--- src/design/mvt_pkg.sv ---
// shared types and constants for the 4x4 matrix vector transform unit
// no dependencies; imported by the lane, merge and top-level modules
package mvt_pkg;

   localparam int WORD_W = 32;
   localparam int PROD_W = 2 * WORD_W;
   localparam int PAIR_W = PROD_W + 1;
   localparam int SUM_W  = PROD_W + 2;
   localparam int DIM    = 4;
   localparam int ELEMS  = DIM * DIM;
   localparam int IDX_W  = $clog2(ELEMS);

   // transaction kinds
   localparam logic MODE_LOAD  = 1'b0;
   localparam logic MODE_XFORM = 1'b1;

   typedef logic signed [WORD_W-1:0] word_type;
   typedef logic signed [SUM_W-1:0]  sum_type;
   typedef word_type quad_type [DIM];
   typedef sum_type  sum_quad_type [DIM];

   // per-stage load enables for the lane pipeline
   typedef struct packed {
      logic mul_en;
      logic pair_en;
      logic sum_en;
   } stage_ctl_type;

   // signed saturation bounds at sum width
   localparam sum_type SAT_HI = {{(SUM_W-WORD_W+1){1'b0}}, {(WORD_W-1){1'b1}}};
   localparam sum_type SAT_LO = {{(SUM_W-WORD_W+1){1'b1}}, {(WORD_W-1){1'b0}}};

endpackage

--- src/design/mvt_merge.sv ---
// merge stage: shift and saturate each lane sum, combine clip flags
// depends on mvt_pkg; holds the response output register
module mvt_merge #(
   parameter int FRAC_BITS = 16
) (
   input  logic                  clock,
   input  logic                  reset,
   input  logic                  load_en,
   input  logic                  sum_valid,
   input  mvt_pkg::sum_quad_type lane_sum,
   output logic                  out_valid,
   output mvt_pkg::quad_type     out_res,
   output logic                  out_sat
);
   import mvt_pkg::*;

   sum_type  shifted [DIM];
   word_type res_in [DIM];
   logic     sat_in;
   word_type res_ff [DIM];
   logic     sat_ff;
   logic     valid_ff;
   logic     valid_in;

   // floor shift then clip to the signed word range
   always_comb begin
      sat_in = 1'b0;
      for (int i = 0; i < DIM; i++) begin
         shifted[i] = lane_sum[i] >>> FRAC_BITS;
         if (shifted[i] > SAT_HI) begin
            res_in[i] = SAT_HI[WORD_W-1:0];
            sat_in    = 1'b1;
         end else if (shifted[i] < SAT_LO) begin
            res_in[i] = SAT_LO[WORD_W-1:0];
            sat_in    = 1'b1;
         end else begin
            res_in[i] = shifted[i][WORD_W-1:0];
         end
      end
   end

   assign valid_in = load_en ? sum_valid : valid_ff;

   always_ff @(posedge clock) begin
      if (reset) begin
         valid_ff <= 1'b0;
      end else begin
         valid_ff <= valid_in;
      end
   end

   always_ff @(posedge clock) begin
      if (load_en && sum_valid) begin
         for (int i = 0; i < DIM; i++) begin
            res_ff[i] <= res_in[i];
         end
         sat_ff <= sat_in;
      end
   end

   assign out_valid = valid_ff;
   assign out_sat   = sat_ff;
   always_comb begin
      for (int i = 0; i < DIM; i++) begin
         out_res[i] = res_ff[i];
      end
   end

endmodule

--- config.mk ---
export PLATFORM = sky130hd
export DESIGN_NAME = mvt_merge
export DESIGN_NICKNAME = d
export VERILOG_FILES = /design/src/design/mvt_pkg.sv /design/src/design/mvt_merge.sv
export SDC_FILE = /design/constraint.sdc
export NUM_CORES = 1
export LEC_CHECK = 0
export ABC_AREA = 1
export BUFFER_PORTS_ARGS = -buffer_cell sky130_fd_sc_hd__buf_2
export CAP_MARGIN = 20
export CORE_AREA = 2 2 156 158
export CTS_BUF_LIST = sky130_fd_sc_hd__clkbuf_2 sky130_fd_sc_hd__clkbuf_4 sky130_fd_sc_hd__clkbuf_8
export CTS_CLUSTER_SIZE = 30
export DETAILED_ROUTE_END_ITERATION = 6
export DIE_AREA = 0 0 158 160
export HOLD_SLACK_MARGIN = 0.15
export MAX_ROUTING_LAYER = met4
export SLEW_MARGIN = 20
export SYNTH_ARGS = -nofsm -noshare
export SYNTH_HDL_FRONTEND = slang
export SYNTH_SLANG_ARGS = --single-unit
--- constraint.sdc ---
create_clock -name clock -period 5.36 [get_ports clock]
set_input_delay 1.072 -clock clock [delete_from_list [all_inputs] [get_ports clock]]
set_output_delay 1.072 -clock clock [all_outputs]
set_load 0.1 [all_outputs]
== Word level (Yosys, flattened, before mapping) ==
Memory sizes are Yosys's and may differ from the RTL's.
Index checks and enable logic that the tools add are counted.

* Output and inout bits: 130
* Word-level logic and storage cells: 24
* Register bits: 2
* Bits in writable memories: 128
* Memories kept: 1

{| class="wikitable"
|+ Memories
! name !! depth !! bits a word !! read ports !! clocked after Yosys merged registers in !! write ports !! RTL line !! source
|-
| res_ff || 4 || 32 || 4 || 0 || 4 || mvt_merge.sv:20 || <nowiki>word_type res_ff [DIM];</nowiki>
|}

* $lt $le $gt $ge: 8
* Mux-type cells: 11
* Reduce and logical (&&, ||, !) cells: 2

{| class="wikitable"
|+ Operators with widths
! cell !! count
|-
| 2-to-1 mux 32 bit || 8
|-
| > comparator 50 x 32 -> 1 bit (second input constant) || 4
|-
| < comparator 50 x 32 -> 1 bit (second input constant) || 4
|-
| OR reduction 7 bit || 1
|-
| 2-to-1 mux 1 bit || 3
|-
| logical AND 1 bit || 1
|}

== Depth between registers and ports, before layout ==
* Depth in word-level cells: 3
* Depth in mapped cells: 9

== Worst setup path before layout ==
No wires, ideal clock.

* Kind: input to register
* Start: in load_en
* End: reg sat_ff (netlist: out_sat), enable pin
* Library setup time: 0.482 ns
* Data required time: 4.878 ns
* Data arrival time: 3.624 ns
* Buffers on the path: 0
* Setup slack: 1.253 ns
* Stages: 2
* Cells stage by stage: nand2_1 > inv_1

* Word-level cells in the longest chain between the ends: 1

{| class="wikitable"
|+ Ends and longest elaborated chain
! element !! RTL line !! source
|-
| start: declaration || mvt_merge.sv:8 || <nowiki>input logic load_en,</nowiki>
|-
| logical AND 1 bit || mvt_merge.sv:53 || <nowiki>if (load_en && sum_valid) begin</nowiki>
|-
| end signal: assignment || mvt_merge.sv:57 || <nowiki>sat_ff <= sat_in;</nowiki>
|-
| end: declaration || mvt_merge.sv:21 || <nowiki>logic sat_ff;</nowiki>
|}

Every way passes these cells.
A chain may end at the register's enable or synchronous reset.

==> summary.md <==
| Metric | Value |
|---|---|
| Core Util, Final | `0.339` |
| Chip height | `160 um` |
| Critical Path Slowest Stage Cell | `inv_1` |
| PortBufs | `333` |
| Yosys reg bits | `130` |
| Post-Layout Cell Count | `1223` |
| Status | `complete, but fails checks` |
| Worst-skew pair later-pin latency | `0.43 ns` |
| Synth Instances | `560` |
| Clock Skew | `0 ns` |
| RSZ-0062 raised after global routing | `false` |
| CTS root buffer | `clkbuf_8` |
| Worst vdd ir | `0.000130 V` |
| Arr. time, crit path | `2.61 ns` |
| Ranking of synthesized cells by area | `edfxtp_1 (68%), nand2_1 (18%), nor2_1 (4.4%)` |
| Area leader, netlist | `edfxtp_1` |
| Final setup viols | `0` |
| Hold Path End | `out_valid$_SDFFE_PP0P_` |
| Failing checks | `design-rule violations` |
| Critical path data required time | `5.50 ns` |
| Reg clk slew, reported paths | `0.09 ns` |
| Total clock sinks | `130` |
| Num rows | `57` |
| Cell Pwr Density | `366 nW/um2` |
| Post-layout instance area | `8070 um2` |
| Hold Violations, Final | `0` |
| Initial DRC count | `314` |
| Seq/Total Area, Yosys | `0.683` |
| Nets | `1153` |
| GPL Wtd Cong | `0.871` |
| Mapped Area | `5700 um2` |
| Vias per cell | `4.13` |
| Post-DRT Antenna Nets | `0` |
| Syn. warnings | `0` |
| Worst Hold Launch | `out_valid$_SDFFE_PP0P_` |
| Crit-path max FO | `31` |
| Reg2reg setup slack | `4.79 ns` |
| R2R depth | `2` |
| H-tree levels | `4` |
| GRT Total Usage | `0.138` |
| Relative slew slack | `0.371` |
| Slew Viols, Final | `0` |
| FF-to-FF End | `out_valid$_SDFFE_PP0P_` |
| Max Fclk | `0.404 GHz` |
| Total grt overflow | `0` |
| Postcts setup bufs | `0` |
| Wire length per cell | `14.4 um` |
| Leakage | `3.74 nW` |
| Placed cell area | `7600 um2` |
| Critical path endpoint category | `flop` |
| Crit Path Class | `in2reg` |
| Synth unique cells | `20` |
| Initial Utilization | `0.239` |
| DIE AREA | `25300 um2` |
| Reported max-cap violation count | `0` |
| Worst Tran Pin Value | `0.943 ns` |
| IO Count | `398` |
| Post-synth net total | `828` |
| Total negative slack | `0 ns` |
| Post-CTS sizing | `0` |
| Syn Area/Cell | `10.2 um2` |
| DRC viols | `6` |
| Num CTS Buffers | `17` |
| Core area | `23800 um2` |
| CP peak stage delay | `0.62 ns` |
| Final period util | `0.462` |
| Tmin final | `2.47 ns` |
| R2r startpoint | `out_valid$_SDFFE_PP0P_` |
| Number of global-route vias before repair | `4894` |
| TritonCTS clock tree | `done` |
| Layout cells sized above 1 | `0.415` |
| Crit path launch | `lane_sum[183]` |
| Hold_buf cts | `0` |
| Crit path cell chain | `buf_2 > nor2_1 > nor3b_1 > nand4_1 > nand2_1 > nand2_1 > inv_1 > nand2_1` |
| Worst Hold Class | `reg2reg` |
| Min Hold Slack | `0.474 ns` |
| Post-synth top area share | `0.680` |
| Pin count of the biggest net entering global routing | `73` |
| Startpoint type of the worst setup path | `input pin` |
| Drt total wl | `17600 um` |
| Max Root-Sink Buffers | `2` |
| First-pass GRT wire length | `25600 um` |
| Via count | `5051` |
| Dpl cells | `1189` |
| Initial antenna violation count | `1` |
| Die span in x | `158 um` |
| Hold path cells | `2` |
| Detailed Place HPWL | `13200 um` |
| Crit path top cell by count | `nand2_1` |
| Pre-antenna DRT Iters | `7` |
| Area delta synth->final | `41.5%` |
==> cell usage in the layout (no fill, tap or decap) <==
cell type,instances
or2_0,2
inv_1,10
nand3_1,9
and2_0,1
clkinvlp_4,1
a21oi_1,1
clkbuf_4,1
clkbuf_8,17
nor2_2,1
buf_8,1
bufinv_16,4
nand4_1,1
buf_12,1
o21ai_0,31
nor3b_1,1
clkinv_2,2
nor2_1,66
inv_4,1
and3_1,1
edfxtp_1,129
o21ai_4,2
dfxtp_1,1
clkinv_4,3
nor3_1,1
nand3b_1,2
diode_2,1
buf_2,333
nand2_1,269
inv_8,1
inv_6,3
buf_4,2
==> power by group <==
| part | switching (mW) | leakage, nW | total, mW | internal, mW |
|---|---|---|---|---|
| Combinational | 0.650 | 2.24 | 0.780 | 0.131 |
| Clock | 0.436 | 0.223 | 0.956 | 0.521 |
| Sequential | 0.0167 | 1.28 | 1.22 | 1.20 |
==> cell usage after synthesis <==
library cell,instances
edfxtp_1,129
o21ai_0,31
buf_2,9
inv_1,11
buf_4,9
dfxtp_1,1
nor3_1,1
nand4_1,1
nor2_1,67
buf_6,6
nand3_1,9
a21oi_1,1
nand2_1,269
and3_1,1
and2_0,1
or2_0,2
nand3b_1,2
clkbuf_1,7
nor3b_1,1
o21ai_4,2
==> worst max path at each step <==
| stage | slack [ns] | endpoint |
|---|---|---|
| global route | 2.67 | out_sat$_SDFFCE_PP1P_ |
| CTS | 2.83 | res_ff[3][30]$_SDFFCE_PN1P_ |
| floorplan | 1.25 | out_sat$_SDFFCE_PP1P_ |
| global placement | 2.35 | res_ff[3][30]$_SDFFCE_PN1P_ |
| finish | 2.89 | res_ff[1][1]$_SDFFCE_PN1P_ |
| detailed placement | 2.34 | res_ff[3][30]$_SDFFCE_PN1P_ |
==> state kept, by name, summed over array words and instances, names as in the netlist <==
name       flops
out_sat        1
out_valid      1
res_ff       128
==> logic make-up (layout without fill, tap and decap cells) <==
group	count (synthesis)	in the layout	share of synthesized area
other	0	1	0
AND/OR/NAND/NOR	354	354	0.240
AO/OA/AOI/OAI	34	34	0.0338
flip-flops	130	130	0.683
buffers and inverters	42	380	0.0435
==> worst max-delay path: cells and delay by family <==
kind	cells	cell delay, ns
buffers and inverters	2	0.75
AND/OR/NAND/NOR	6	0.79
==> per-stage QoR <==
step           power [mW]  setup WS (ns)
6_report             2.95           2.89
5_1_grt              3.07           2.67
4_1_cts              2.99           2.83
3_5_place_dp         2.02           2.34
3_3_place_gp         2.02           2.35
2_1_floorplan        1.85           1.25
==> area by class of cell <==
| class | instances | area [um2] |
|---|---|---|
| tap | 324 | 405 |
| clock buffer | 18 | 241 |
| inverter | 11 | 43.8 |
| antenna | 1 | 2.50 |
| timing repair buffer | 337 | 1720 |
| sequential | 130 | 3890 |
| multi-input combinational | 388 | 1560 |
| clock inverter | 14 | 201 |
| fill | 2543 | 15800 |
==> per-layer routing <==
layer,wire length [um],part of all wire,GRT usage
met5,0,0,-
met4,289,0.016,0.0385
met1,7330,0.42,0.161
met2,8470,0.48,0.231
met3,1520,0.086,0.0393
No activity file was read; power rests on OpenSTA's default activity.
